## src/rtl/ssl_pkg.sv

```systemverilog
// ----------------------------------------------------------------------------
// ssl_pkg
// Shared types, token kinds and keyword table for the script source lexer.
// ----------------------------------------------------------------------------
package ssl_pkg;

    // Width of the running byte offset (wraps at this width).
    localparam int OFFSET_BITS = 24;
    // Reported widths of start offset and token length.
    localparam int START_BITS  = 24;
    localparam int LEN_BITS    = 24;
    localparam int VALUE_BITS  = 32;
    localparam int KIND_BITS   = 6;
    localparam int PREFIX_LEN  = 5;
    localparam int PREFIX_BITS = 8 * PREFIX_LEN;

    localparam logic [LEN_BITS-1:0] LEN_MAX = {LEN_BITS{1'b1}};

    // Input command codes
    localparam logic CMD_BYTE = 1'b0;
    localparam logic CMD_END  = 1'b1;

    // Token kinds
    localparam logic [KIND_BITS-1:0] K_ID      = 6'd0;
    localparam logic [KIND_BITS-1:0] K_NUM     = 6'd1;
    localparam logic [KIND_BITS-1:0] K_BOOL    = 6'd2;
    localparam logic [KIND_BITS-1:0] K_LET     = 6'd3;
    localparam logic [KIND_BITS-1:0] K_CONST   = 6'd4;
    localparam logic [KIND_BITS-1:0] K_IF      = 6'd5;
    localparam logic [KIND_BITS-1:0] K_ELSE    = 6'd6;
    localparam logic [KIND_BITS-1:0] K_ELIF    = 6'd7;
    localparam logic [KIND_BITS-1:0] K_WHILE   = 6'd8;
    localparam logic [KIND_BITS-1:0] K_FUNC    = 6'd9;
    localparam logic [KIND_BITS-1:0] K_ARROW   = 6'd10;
    localparam logic [KIND_BITS-1:0] K_OUTN    = 6'd11;
    localparam logic [KIND_BITS-1:0] K_SEMI    = 6'd12;
    localparam logic [KIND_BITS-1:0] K_LBRACE  = 6'd13;
    localparam logic [KIND_BITS-1:0] K_RBRACE  = 6'd14;
    localparam logic [KIND_BITS-1:0] K_LPAREN  = 6'd15;
    localparam logic [KIND_BITS-1:0] K_RPAREN  = 6'd16;
    localparam logic [KIND_BITS-1:0] K_PLUS    = 6'd17;
    localparam logic [KIND_BITS-1:0] K_MINUS   = 6'd18;
    localparam logic [KIND_BITS-1:0] K_STAR    = 6'd19;
    localparam logic [KIND_BITS-1:0] K_DIV     = 6'd20;
    localparam logic [KIND_BITS-1:0] K_PERCENT = 6'd21;
    localparam logic [KIND_BITS-1:0] K_GT      = 6'd22;
    localparam logic [KIND_BITS-1:0] K_GE      = 6'd23;
    localparam logic [KIND_BITS-1:0] K_EQEQ    = 6'd24;
    localparam logic [KIND_BITS-1:0] K_LE      = 6'd25;
    localparam logic [KIND_BITS-1:0] K_LT      = 6'd26;
    localparam logic [KIND_BITS-1:0] K_NE      = 6'd27;
    localparam logic [KIND_BITS-1:0] K_AND     = 6'd28;
    localparam logic [KIND_BITS-1:0] K_OR      = 6'd29;
    localparam logic [KIND_BITS-1:0] K_COMMA   = 6'd30;
    localparam logic [KIND_BITS-1:0] K_BANG    = 6'd31;
    localparam logic [KIND_BITS-1:0] K_ASSIGN  = 6'd32;
    localparam logic [KIND_BITS-1:0] K_EOF     = 6'd33;
    localparam logic [KIND_BITS-1:0] K_ERR     = 6'd34;

    // Scanner modes
    typedef enum logic [11:0] {
        M_IDLE    = 12'b0000_0000_0001,
        M_NUM     = 12'b0000_0000_0010,
        M_IDENT   = 12'b0000_0000_0100,
        M_BANG    = 12'b0000_0000_1000,
        M_EQ      = 12'b0000_0001_0000,
        M_LT      = 12'b0000_0010_0000,
        M_GT      = 12'b0000_0100_0000,
        M_AMP     = 12'b0000_1000_0000,
        M_BAR     = 12'b0001_0000_0000,
        M_SLASH   = 12'b0010_0000_0000,
        M_COMMENT = 12'b0100_0000_0000,
        M_ERROR   = 12'b1000_0000_0000
    } t_mode;

    typedef struct packed {
        logic                   last;
        logic [LEN_BITS-1:0]    len;
        logic [START_BITS-1:0]  start;
        logic [VALUE_BITS-1:0]  value;
        logic [KIND_BITS-1:0]   kind;
    } t_token;

    // Tokens produced by one transaction, in order
    typedef struct packed {
        logic [1:0] count;
        t_token     tok1;
        t_token     tok0;
    } t_scan;

    typedef struct packed {
        logic [KIND_BITS-1:0]  kind;
        logic [VALUE_BITS-1:0] value;
    } t_kw;

    // Keyword match on the packed identifier prefix (first byte highest).
    function automatic t_kw kw_lookup(input logic [PREFIX_BITS-1:0] prefix);
        t_kw kw;
        kw = '{kind: K_ID, value: '0};
        case (prefix)
            40'h00_0076_6172: kw.kind = K_LET;      // var
            40'h63_6f6e_7374: kw.kind = K_CONST;    // const
            40'h00_0000_6966: kw.kind = K_IF;       // if
            40'h00_656c_6966: kw.kind = K_ELIF;     // elif
            40'h00_656c_7365: kw.kind = K_ELSE;     // else
            40'h77_6869_6c65: kw.kind = K_WHILE;    // while
            40'h00_6675_6e63: kw.kind = K_FUNC;     // func
            40'h00_6f75_746e: kw.kind = K_OUTN;     // outn
            40'h00_7472_7565: begin                 // true
                kw.kind  = K_BOOL;
                kw.value = VALUE_BITS'(1);
            end
            40'h66_616c_7365: kw.kind = K_BOOL;     // false
            default: kw.kind = K_ID;
        endcase
        return kw;
    endfunction

endpackage

```

## src/rtl/ssl_scanner.sv

```systemverilog
// ----------------------------------------------------------------------------
// ssl_scanner
// Scanner state and single-pass next-state/token logic for one byte.
// ----------------------------------------------------------------------------
module ssl_scanner (
    input  logic                   i_clk,
    input  logic                   i_rst_n,
    input  logic                   i_fire,
    input  logic                   i_cmd,
    input  logic [7:0]             i_byte,
    output ssl_pkg::t_scan         o_scan
);
    import ssl_pkg::*;

    t_mode                   r_mode, n_mode;
    logic [VALUE_BITS-1:0]   r_acc, n_acc;
    logic [PREFIX_BITS-1:0]  r_prefix, n_prefix;
    logic                    r_too_long, n_too_long;
    logic [OFFSET_BITS-1:0]  r_start, n_start;
    logic [OFFSET_BITS-1:0]  r_offset, n_offset;
    logic [LEN_BITS-1:0]     r_len, n_len;

    logic       is_end, is_digit, is_alpha, is_space;
    logic       pend_v, b_emit, do_begin, a_v, b_v;
    t_mode      b_mode;
    t_token     pend_tok, b_tok, tok_a, tok_b, eof_tok;
    t_kw        kw;
    logic [LEN_BITS-1:0] len_inc;

    assign is_end   = (i_cmd == CMD_END) || (i_byte == 8'h00);
    assign is_digit = (i_byte >= "0") && (i_byte <= "9");
    assign is_alpha = (i_byte == "_") || ((i_byte >= "a") && (i_byte <= "z"))
                      || ((i_byte >= "A") && (i_byte <= "Z"));
    assign is_space = (i_byte == " ") || ((i_byte >= 8'd9) && (i_byte <= 8'd13));
    assign len_inc  = (r_len != LEN_MAX) ? r_len + LEN_BITS'(1) : r_len;
    assign kw       = kw_lookup(r_prefix);

    // Token that the pending mode closes with when the next byte cannot extend it
    always_comb begin
        pend_v         = 1'b1;
        pend_tok       = '0;
        pend_tok.start = START_BITS'(r_start);
        pend_tok.len   = LEN_BITS'(1);
        unique case (r_mode)
            M_NUM: begin
                pend_tok.kind  = K_NUM;
                pend_tok.value = r_acc;
                pend_tok.len   = r_len;
            end
            M_IDENT: begin
                pend_tok.len = r_len;
                if (!r_too_long) begin
                    pend_tok.kind  = kw.kind;
                    pend_tok.value = kw.value;
                end else begin
                    pend_tok.kind = K_ID;
                end
            end
            M_BANG:  pend_tok.kind = K_BANG;
            M_EQ:    pend_tok.kind = K_ASSIGN;
            M_LT:    pend_tok.kind = K_LT;
            M_GT:    pend_tok.kind = K_GT;
            M_AMP: begin
                pend_tok.kind  = K_ERR;
                pend_tok.value = VALUE_BITS'("&");
            end
            M_BAR: begin
                pend_tok.kind  = K_ERR;
                pend_tok.value = VALUE_BITS'("|");
            end
            M_SLASH: pend_tok.kind = K_DIV;
            default: pend_v = 1'b0;
        endcase
    end

    // Classification of a byte that starts a new token
    always_comb begin
        b_mode      = M_IDLE;
        b_emit      = 1'b0;
        b_tok       = '0;
        b_tok.start = START_BITS'(r_offset);
        b_tok.len   = LEN_BITS'(1);
        if (is_space) begin
            b_mode = M_IDLE;
        end else if (is_digit) begin
            b_mode = M_NUM;
        end else if (is_alpha) begin
            b_mode = M_IDENT;
        end else begin
            unique case (i_byte)
                "(": begin b_emit = 1'b1; b_tok.kind = K_LPAREN;  end
                ")": begin b_emit = 1'b1; b_tok.kind = K_RPAREN;  end
                "{": begin b_emit = 1'b1; b_tok.kind = K_LBRACE;  end
                "}": begin b_emit = 1'b1; b_tok.kind = K_RBRACE;  end
                ";": begin b_emit = 1'b1; b_tok.kind = K_SEMI;    end
                ",": begin b_emit = 1'b1; b_tok.kind = K_COMMA;   end
                "+": begin b_emit = 1'b1; b_tok.kind = K_PLUS;    end
                "-": begin b_emit = 1'b1; b_tok.kind = K_MINUS;   end
                "*": begin b_emit = 1'b1; b_tok.kind = K_STAR;    end
                "%": begin b_emit = 1'b1; b_tok.kind = K_PERCENT; end
                "!": b_mode = M_BANG;
                "=": b_mode = M_EQ;
                "<": b_mode = M_LT;
                ">": b_mode = M_GT;
                "&": b_mode = M_AMP;
                "|": b_mode = M_BAR;
                "/": b_mode = M_SLASH;
                default: begin
                    b_emit      = 1'b1;
                    b_tok.kind  = K_ERR;
                    b_tok.value = VALUE_BITS'(i_byte);
                    b_mode      = M_ERROR;
                end
            endcase
        end
    end

    always_comb begin
        n_mode     = r_mode;
        n_acc      = r_acc;
        n_prefix   = r_prefix;
        n_too_long = r_too_long;
        n_start    = r_start;
        n_offset   = r_offset + OFFSET_BITS'(1);
        n_len      = r_len;
        do_begin   = 1'b0;
        a_v        = 1'b0;
        b_v        = 1'b0;
        tok_a      = pend_tok;
        tok_b      = b_tok;

        eof_tok       = '0;
        eof_tok.kind  = K_EOF;
        eof_tok.start = START_BITS'(r_offset);

        if (is_end) begin
            a_v        = pend_v;
            b_v        = 1'b1;
            tok_b      = eof_tok;
            n_mode     = M_IDLE;
            n_acc      = '0;
            n_prefix   = '0;
            n_too_long = 1'b0;
            n_start    = '0;
            n_offset   = '0;
            n_len      = '0;
        end else begin
            unique case (r_mode)
                M_NUM: begin
                    if (is_digit) begin
                        n_acc = (r_acc << 3) + (r_acc << 1) + VALUE_BITS'(i_byte[3:0]);
                        n_len = len_inc;
                    end else begin
                        do_begin = 1'b1;
                    end
                end
                M_IDENT: begin
                    if (is_alpha || is_digit) begin
                        if (r_len < LEN_BITS'(PREFIX_LEN)) begin
                            n_prefix = {r_prefix[PREFIX_BITS-9:0], i_byte};
                        end else begin
                            n_too_long = 1'b1;
                        end
                        n_len = len_inc;
                    end else begin
                        do_begin = 1'b1;
                    end
                end
                M_BANG, M_LT, M_GT: begin
                    if (i_byte == "=") begin
                        a_v       = 1'b1;
                        tok_a.len = LEN_BITS'(2);
                        tok_a.kind = (r_mode == M_BANG) ? K_NE :
                                     (r_mode == M_LT) ? K_LE : K_GE;
                        n_mode    = M_IDLE;
                    end else begin
                        do_begin = 1'b1;
                    end
                end
                M_EQ: begin
                    if ((i_byte == "=") || (i_byte == ">")) begin
                        a_v        = 1'b1;
                        tok_a.len  = LEN_BITS'(2);
                        tok_a.kind = (i_byte == "=") ? K_EQEQ : K_ARROW;
                        n_mode     = M_IDLE;
                    end else begin
                        do_begin = 1'b1;
                    end
                end
                M_AMP, M_BAR: begin
                    a_v = 1'b1;
                    if (i_byte == ((r_mode == M_AMP) ? 8'("&") : 8'("|"))) begin
                        tok_a.len   = LEN_BITS'(2);
                        tok_a.kind  = (r_mode == M_AMP) ? K_AND : K_OR;
                        tok_a.value = '0;
                        n_mode      = M_IDLE;
                    end else begin
                        // lone & or |: error for it, this byte is swallowed
                        n_mode = M_ERROR;
                    end
                end
                M_SLASH: begin
                    if (i_byte == "/") begin
                        n_mode = M_COMMENT;
                    end else begin
                        do_begin = 1'b1;
                    end
                end
                M_COMMENT: begin
                    if (i_byte == 8'h0a) begin
                        n_mode = M_IDLE;
                    end
                end
                M_ERROR: n_mode = M_ERROR;
                default: do_begin = 1'b1;
            endcase

            if (do_begin) begin
                a_v     = pend_v;
                b_v     = b_emit;
                n_mode  = b_mode;
                n_start = r_offset;
                n_len   = LEN_BITS'(1);
                if (is_digit) begin
                    n_acc = VALUE_BITS'(i_byte[3:0]);
                end
                if (is_alpha) begin
                    n_prefix   = PREFIX_BITS'(i_byte);
                    n_too_long = 1'b0;
                end
            end
        end
    end

    // Pack the produced tokens in order and flag the final one
    always_comb begin
        o_scan = '0;
        if (a_v) begin
            o_scan.tok0  = tok_a;
            o_scan.tok1  = tok_b;
            o_scan.count = b_v ? 2'd2 : 2'd1;
        end else begin
            o_scan.tok0  = tok_b;
            o_scan.count = b_v ? 2'd1 : 2'd0;
        end
        if (o_scan.count == 2'd2) begin
            o_scan.tok1.last = 1'b1;
        end else begin
            o_scan.tok0.last = 1'b1;
        end
    end

    always_ff @(posedge i_clk) begin
        if (!i_rst_n) begin
            r_mode     <= M_IDLE;
            r_acc      <= '0;
            r_prefix   <= '0;
            r_too_long <= 1'b0;
            r_start    <= '0;
            r_offset   <= '0;
            r_len      <= '0;
        end else if (i_fire) begin
            r_mode     <= n_mode;
            r_acc      <= n_acc;
            r_prefix   <= n_prefix;
            r_too_long <= n_too_long;
            r_start    <= n_start;
            r_offset   <= n_offset;
            r_len      <= n_len;
        end
    end

endmodule

```

## src/rtl/script_source_lexer.sv

```systemverilog
// ----------------------------------------------------------------------------
// script_source_lexer
// Byte-stream tokenizer for a small scripting language.
// ----------------------------------------------------------------------------
// Usage:
//   Slave channel: one transaction per source byte (tuser = 0, tdata = byte)
//   or an end of source (tuser = 1). A zero byte also ends the source.
//   Master channel: one transaction per token; tuser = token kind, tdata =
//   {length, start offset, value}, tlast marks the final token caused by an
//   input transaction. End of source flushes the pending token, sends EOF and
//   restarts offsets at zero.
// Output: a token is registered into the output buffer when the byte that
//   completes it is scanned from the input register.
// Throughput: one byte per cycle while the master side accepts and each byte
//   gives at most one token; after a two-token byte the next byte waits while
//   the two-entry token output buffer drains one token per cycle.
// Reset: synchronous, active low; clears the scanner and empties both
//   buffers. A stalled master side holds its token; the input register keeps
//   taking one byte, after which tready drops until the buffer frees.
// ----------------------------------------------------------------------------
module script_source_lexer (
    input  logic         i_clk,
    input  logic         i_rst_n,
    input  logic         i_s_axis_tvalid,
    output logic         o_s_axis_tready,
    input  logic [7:0]   i_s_axis_tdata,   // [7:0] source_byte
    input  logic         i_s_axis_tuser,   // [0] cmd
    output logic         o_m_axis_tvalid,
    input  logic         i_m_axis_tready,
    output logic [79:0]  o_m_axis_tdata,   // [31:0] token_value, [55:32] start_offset,
                                           // [79:56] token_length
    output logic [5:0]   o_m_axis_tuser,   // [5:0] token_kind
    output logic         o_m_axis_tlast    // last_of_run
);
    import ssl_pkg::*;

    logic        r_in_valid;
    logic        r_in_cmd;
    logic [7:0]  r_in_byte;
    logic [1:0]  r_cnt;
    t_token      r_slot0, r_slot1;

    logic        pop, room, fire;
    t_scan       scan;

    assign pop  = (r_cnt != 2'd0) && i_m_axis_tready;
    // both token slots must be free, or the last one draining now, before a byte is scanned
    assign room = (r_cnt == 2'd0) || ((r_cnt == 2'd1) && pop);
    assign fire = r_in_valid && room;

    assign o_s_axis_tready = !r_in_valid || fire;

    ssl_scanner u_scanner (
        .i_clk   (i_clk),
        .i_rst_n (i_rst_n),
        .i_fire  (fire),
        .i_cmd   (r_in_cmd),
        .i_byte  (r_in_byte),
        .o_scan  (scan)
    );

    always_ff @(posedge i_clk) begin
        if (!i_rst_n) begin
            r_in_valid <= 1'b0;
        end else if (o_s_axis_tready) begin
            r_in_valid <= i_s_axis_tvalid;
        end
    end

    always_ff @(posedge i_clk) begin
        if (o_s_axis_tready && i_s_axis_tvalid) begin
            r_in_cmd  <= i_s_axis_tuser;
            r_in_byte <= i_s_axis_tdata;
        end
    end

    always_ff @(posedge i_clk) begin
        if (!i_rst_n) begin
            r_cnt <= 2'd0;
        end else if (fire) begin
            r_cnt <= scan.count;
        end else if (pop) begin
            r_cnt <= r_cnt - 2'd1;
        end
    end

    always_ff @(posedge i_clk) begin
        if (fire) begin
            r_slot0 <= scan.tok0;
            r_slot1 <= scan.tok1;
        end else if (pop) begin
            r_slot0 <= r_slot1;
        end
    end

    assign o_m_axis_tvalid = (r_cnt != 2'd0);
    assign o_m_axis_tdata  = {r_slot0.len, r_slot0.start, r_slot0.value};
    assign o_m_axis_tuser  = r_slot0.kind;
    assign o_m_axis_tlast  = r_slot0.last;

endmodule

```

## config.mk

```make
export PLATFORM = sky130hd
export DESIGN_NAME = script_source_lexer
export DESIGN_NICKNAME = d
export VERILOG_FILES = /design/src/rtl/ssl_pkg.sv /design/src/rtl/ssl_scanner.sv /design/src/rtl/script_source_lexer.sv
export SDC_FILE = /design/constraint.sdc
export NUM_CORES = 1
export LEC_CHECK = 0
export ABC_AREA = 0
export BUFFER_PORTS_ARGS = -buffer_cell sky130_fd_sc_hd__buf_2
export CAP_MARGIN = 20
export CORE_MARGIN = 2
export CORE_UTILIZATION = 60
export DETAILED_ROUTE_END_ITERATION = 7
export GPL_TIMING_DRIVEN = 0
export PLACE_DENSITY = 0.91
export SLEW_MARGIN = 25
export SYNTH_ARGS = -nofsm -noshare
export SYNTH_HDL_FRONTEND = slang
export SYNTH_SLANG_ARGS = --single-unit
export TNS_END_PERCENT = 50
```

## constraint.sdc

```tcl
create_clock -name i_clk -period 6.21 [get_ports i_clk]
set_input_delay 0.9315 -clock i_clk [delete_from_list [all_inputs] [get_ports i_clk]]
set_output_delay 0.9315 -clock i_clk [all_outputs]
set_load 0.03 [all_outputs]
```

* Word level (Yosys, flattened, before mapping)
Cells that the tools add are included.
** Cells by class
- $add $sub $neg :: 5
- Magnitude comparators :: 9
- Equal/unequal tests :: 51
- Multiplexer cells :: 95
- Reduce and logical (&&, ||, !) cells :: 36
** Operators by type and width (number)
- $mux 24 :: 13
- $mux 40 :: 6
- $mux 32 :: 7
- $eq 40x31->1 const B :: 5
- $mux 38 :: 5
- $mux 87 :: 2
- $pmux 32 s4 :: 1
- $eq 40x39->1 const B :: 3
- $eq 8x6->1 const B :: 15
- $mux 12 :: 10
- $pmux 12 s8 :: 1
- $mux 86 :: 1
- $pmux 12 s6 :: 1
- $pmux 24 s3 :: 1
- $pmux 6 s11 :: 1
- $mux 63 :: 1
- $add 24x1->24 const B :: 2
- $pmux 24 s2 :: 1
- $pmux 6 s8 :: 1
- $eq 40x15->1 const B :: 1
- $eq 40x23->1 const B :: 1
- $pmux 4 s9 :: 1
- $add 32x32->32 :: 1
- $add 32x4->32 :: 1
- other kinds (54) :: 114
** Word-level totals
- Bits in registers :: 343
- Bits of input ports :: 13
- Output and inout port bits :: 89
- Logic and storage cells :: 217

* Longest topological paths before layout
- Depth after elaboration :: 15
- Mapped depth :: 15
- Mapped depth without buffers :: 14

* Cells and area by module
Synthesis repeated with hierarchy kept, for this count alone.
** Second synthesis, totals
- Cell total of the unflattened synthesis :: 1760
- Area total of the unflattened synthesis :: 18509.0 µm²
** Modules (own cells, without submodules)
- ssl_scanner :: times used 1, cells each 1454, area each 11295.8 µm², sequential area each 3143.0 µm²
- script_source_lexer :: times used 1, cells each 306, area each 7213.2 µm², sequential area each 5555.3 µm²

* Worst setup path after synthesis
No wires, ideal clock.
- Kind :: input to register
- From :: input i_m_axis_tready
- To :: register r_slot0 (netlist bit o_m_axis_tdata[0]) (enable)
- Setup time :: 0.847 ns
- Arrival :: 3.862 ns
- Required time :: 5.363 ns
- Path slack :: 1.501 ns
- Stages on the path :: 7
- Buffers on the path :: 4
- Path through :: a21oi_1 -> nand2b_1 -> clkbuf_1 -> clkbuf_1 -> buf_1 -> buf_1 -> nand2_1
** On the way
- Cells in the longest elaborated chain, start to end :: 5
** RTL lines
- start, declared :: line script_source_lexer.sv:29 : input logic i_m_axis_tready,
- $logic_and 1x1->1 (*) :: line script_source_lexer.sv:46 : assign pop = (r_cnt != 2'd0) && i_m_axis_tready;
- $logic_and 1x1->1 :: line script_source_lexer.sv:48 : assign room = (r_cnt == 2'd0) || ((r_cnt == 2'd1) && pop);
- $logic_or 1x1->1 :: line script_source_lexer.sv:48
- $logic_and 1x1->1 :: line script_source_lexer.sv:49 : assign fire = r_in_valid && room;
- $reduce_bool 2->1 (no line) (*)
- end signal, assigned :: line script_source_lexer.sv:89 : r_slot0 <= scan.tok0;
- end signal, assigned :: line script_source_lexer.sv:92 : r_slot0 <= r_slot1;
- end, declared :: line script_source_lexer.sv:41 : t_token r_slot0, r_slot1;
Every way passes the cells marked *; elsewhere a longest branch is shown, timed or not.
A chain may end at the register's enable or synchronous reset.

* Worst setup path in the final report
- From :: register u_scanner.r_mode[10]
- To :: register r_cnt[0]
** On the way
- Cells in the longest elaborated chain, start to end :: 9
- Elaborated cells on any way between the ends :: 27
- Those cells by class :: 11 x eq/ne; 12 x mux; 4 x reduce/logical
** RTL lines
- start, declared :: line ssl_scanner.sv:15 : t_mode r_mode, n_mode;
- start signal, assigned :: line ssl_scanner.sv:263 : r_mode <= n_mode;
- $eq 12x12->1 (tied with other cells) :: line ssl_scanner.sv:148 : unique case (r_mode)
- $reduce_or 4->1 (no line) or $reduce_or 3->1 (tied branches)
- $pmux 1 s6 :: line ssl_scanner.sv:148
- $mux 1 :: line ssl_scanner.sv:136 : if (is_end) begin
- $mux 1 :: line ssl_scanner.sv:218 : if (do_begin) begin
- $mux 1 :: line ssl_scanner.sv:136
- $mux 1 or $mux 2 (tied branches) :: line ssl_scanner.sv:244, ssl_scanner.sv:241
- $mux 2 (*) :: line ssl_scanner.sv:238 : if (a_v) begin
- $mux 2 (*) :: line script_source_lexer.sv:80 : end else if (fire) begin
- end signal, assigned :: line script_source_lexer.sv:81 : r_cnt <= scan.count;
- end signal, assigned :: line script_source_lexer.sv:83 : r_cnt <= r_cnt - 2'd1;
- end, declared :: line script_source_lexer.sv:40 : logic [1:0] r_cnt;
Every way passes the cells marked *; elsewhere a longest branch is shown, timed or not. The select of a mux whose other input is x is not followed.

==> summary.txt <==
Status
  – Outcome: finished clean

Power and ir drop
  – P_int: 3454 uW
  – Comb pwr share: 0.142
  – Clock network fraction of total power: 0.385
  – Maximum VDD drop: about 0.24 mV
  – Switch Pwr: approximately 1300 uW
  – Sequential share of power: 0.473
  – P per Cell Area: about 280 nW/um^2
  – Sw frac: 0.2779
  – Leak: slightly below 0.007 uW

STA
  – Minimum clock period: 4.266 ns
  – RSZ-0062 raised after global routing: false
  – Clock Skew: roughly 0.016 ns
  – Hold violation count in the final report: 0
  – Slew @ Worst Pin: between 0.9 and 1 ns
  – Fmax achieved: around 0.23 GHz
  – Fin. max-slew vios: 0
  – Final worst-path cycle share: 0.6869
  – Setup TNS: 0 ns
  – Setup Viol. Count Final: 0
  – Slew margin rel.: 0.3674

Critical path
  – CP Max Fanout: 10
  – Worst EP arrival: between 4 and 5 ns
  – Most common cell on crit path: nor2_1
  – Cell family with most CP delay: simple AND/OR/NAND/NOR gates
  – Highest-delay cell along the critical path: nor4_1
  – Worst Path Buf+Inv: 2
  – CP Class: reg2reg
  – Worst path cell trace: clkbuf_1, nor4_1, nand3_1, and2_1, nand3b_1, nor2_1, nor2_1, clkbuf_1, o31ai_1, ha_1, nor2_1, a211oi_1
  – FF-to-FF End: r_cnt[0]$_SDFFE_PN0P_
  – Data required, critical path: 6.65 ns
  – Critical path launch point type: flip-flop
  – Worst Setup End Kind: flip-flop
  – Largest stage delay, worst path: 0.77 ns
  – R2r setup slk: 1.94 ns
  – R2R Path Start: u_scanner.r_mode[10]$_SDFFE_PN0P_
  – Worst reg2reg path depth: 12

Drt
  – Antenna Nets Post-Route: 0
  – Vias: about 13,000
  – Remaining DRCs: 0
  – Initial DRC Count: 1,332
  – Drt wl/cell: between 15 and 20 um
  – Vias per inst: between 6 and 7
  – DRT Wirelength: approximately 40 mm
  – Drt pass-1 iters: 6

Synth
  – Syn avg cell area: just under 10 um^2
  – Seq cells post-synth: approximately 300
  – Yosys warnings: 0
  – Most frequent cells after synthesis: 160 x dfxtp_1, 146 x nor2_1, 141 x nand2_1
  – Area share of the largest cell type after synthesis: 0.2718
  – Seq/Total Area, Yosys: 0.4851
  – Synth Net Count: 1,610
  – Largest cells by area after synthesis: edfxtp_1 27%, dfxtp_1 21%, ha_1 5.4%
  – FFs w/ async S/R, synth: 0
  – Syn Inst Count: 1,530
  – Synth area leader: edfxtp_1
  – Top_reg_cell synth: dfxtp_1
  – Mapped Area: ~15,000 um^2
  – EDFF count, synth: between 100 and 150
  – Cell variety after synth: 84
  – Most frequent cell after synthesis: dfxtp_1

Run
  – Max Cap Viol: 0

GRT
  – Largest net degree at the start of global routing: between 50 and 60
  – Grt ovf: 0
  – First-pass GRT wire length: ~63 mm
  – Number of global-route vias before repair: 12,230
  – Initial antenna violation count: 0
  – GRT Overall Usage: 0.3010

Floorplanning
  – Core area: between 20,000 and 25,000 um^2
  – IO Pins: between 100 and 150
  – Cell Rows: 57
  – Die width: approximately 160 um
  – Die Height: about 160 um
  – Die Outline Area: between 20,000 and 30,000 um^2
  – Initial Utilization: 0.6141

Hold path
  – Hold Startpoint: u_scanner.r_acc[31]$_SDFFE_PN0P_
  – Min-delay worst type: reg2reg
  – Worst Hold Path EP: u_scanner.r_acc[31]$_SDFFE_PN0P_
  – Hold Path Stages: 2

Cells and area
  – Filler Cells Inserted: around 1,700
  – Area grow syn2layout: 13.31%
  – Final core utilization: 0.6959
  – Nets@finish: roughly 1,700
  – ANT cells: 0
  – Share of post-route cells with drive strength above 1: 0.1197
  – Non-Filler Instances: slightly above 2,000

Placed design
  – Post-Place Cells: 1,956
  – Gp weighted congestion: between 1 and 1.5
  – Post-DP HPWL: 28.39 mm
  – # port buffers: 100

CTS
  – Cts repair resizes: 0
  – Clk sinks: about 300
  – Clock slew at reported path FFs: approximately 0.06 ns
  – Num CTS Buffers: 30
  – Hold_buf cts: 0
  – Htree depth: 1
  – Clock tree from TritonCTS: done
  – Post-CTS Setup Bufs: 0
  – Worst-Skew Late Latency: 0.57 ns
  – Root Buffer: clkbuf_16
  – Worst-case clock buffer depth: 3
==> metrics by stage <==
stage	area, um^2	hold WS (ns)	total power [uW]	worst slack, ns
after floorplan	15020	0.4167	2755	1.501
final	17020	0.4637	4783	1.944
after detailed placement	15990	0.4445	2972	1.653
after global routing	17020	0.4879	4934	1.819
after CTS	17020	0.4587	4786	2.082
after global placement	15930	0.4297	2950	-0.2249
==> cell usage in the layout (no fill, tap or decap), drive strengths merged, types with 10 or more instances in the layout <==
cell and count:
a21oi 70, buf 122, nor2 150, xnor2 25, nand4 32, and2 76
a31oi 14, edfxtp 136, nor2b 11, a22o 57, and3 24, nand3b 10
nand2 142, a21o 17, nor4 21, xor2 50, inv 28, nand3 36
o21ai 94, clkbuf 109, nand2b 13, a22oi 18, mux2i 28, dfxtp 160
nor3 45, ha 65, nand4b 11
==> per-layer routing <==
| layer | vias to the layer above | wire (um) | track usage |
|---|---|---|---|
| met2 | 695 | 18700 | 0.4884 |
| met4 | 0 | 1177 | 0.1050 |
| li1 | 5865 | - | - |
| met5 | - | 0 | 0 |
| met1 | 6067 | 16370 | 0.4120 |
| met3 | 114 | 3606 | 0.04928 |
==> tightest hold or removal path, delay by kind of cell (launching register included) <==
| kind | cells | cell delay (ns) |
|---|---|---|
| AO/OA/AOI/OAI | 1 | 0.06 |
| AND/OR/NAND/NOR | 1 | 0.05 |
| flip-flops | 1 | 0.32 |
==> kinds of logic (layout without fill, tap and decap cells) <==
family / count (synthesis) / count (layout) / synth area share
DFF: 296 / 296 / 0.4851
muxes: 29 / 29 / 0.01941
adders and majority gates: 67 / 67 / 0.05680
AOI/OAI and AO/OA: 332 / 332 / 0.1472
xor gates and xnor gates: 75 / 75 / 0.04372
and+or+nand+nor: 618 / 618 / 0.2151
buffers and inverters: 113 / 270 / 0.03265
==> worst max path at each step <==
stage	from	endpoint	slack, ns	cells past startpoint
finish	u_scanner.r_mode[10]$_SDFFE_PN0P_	r_cnt[0]$_SDFFE_PN0P_	1.94	12
global route	u_scanner.r_mode[10]$_SDFFE_PN0P_	r_cnt[0]$_SDFFE_PN0P_	1.82	12
CTS	r_cnt[0]$_SDFFE_PN0P_	o_m_axis_tdata[14]$_SDFFCE_PN0P_	2.08	10
detailed placement	i_m_axis_tready	o_m_axis_tdata[14]$_SDFFCE_PN0P_	1.65	9
global placement	i_m_axis_tready	o_m_axis_tdata[11]$_SDFFCE_PN0P_	-0.22	8
floorplan	i_m_axis_tready	o_m_axis_tdata[0]$_DFFE_PP_	1.50	7
==> layout make-up <==
cell class	count	area (um^2)	share of cell area
sequential	296	7287	0.4281
multi-input combinational	1121	7259	0.4265
clock buffer	44	928.4	0.05454
timing repair buffer	102	548.0	0.03219
tap	324	405.4	0.02381
buffer	85	386.6	0.02271
inverter	28	105.1	0.006174
clock inverter	11	102.6	0.006027
==> state kept, by name (all words and copies together), names as in the netlist <==
| name | flops |
|---|---|
| u_scanner.r_offset | 24 |
| u_scanner.r_mode | 12 |
| r_in_valid | 1 |
| o_m_axis_tlast | 1 |
| u_scanner.r_start | 24 |
| o_m_axis_tdata | 80 |
| r_cnt | 2 |
| u_scanner.r_prefix | 40 |
| u_scanner.r_too_long | 1 |
| u_scanner.r_len | 24 |
| r_in_byte | 8 |
| r_slot1 | 40 |
| u_scanner.r_acc | 32 |
| r_in_cmd | 1 |
| o_m_axis_tuser | 6 |
==> power groups by stage <==
| stage | logic, uW | clock network, uW | registers (uW) |
|---|---|---|---|
| 6_report | 677 | 1840 | 2260 |
| 5_1_grt | 718 | 1940 | 2270 |
| 4_1_cts | 672 | 1850 | 2260 |
| 3_5_place_dp | 668 | 0 | 2300 |
| 3_3_place_gp | 634 | 0 | 2320 |
| 2_1_floorplan | 241 | 0 | 2510 |
Power figures use the tool's default switching activity.
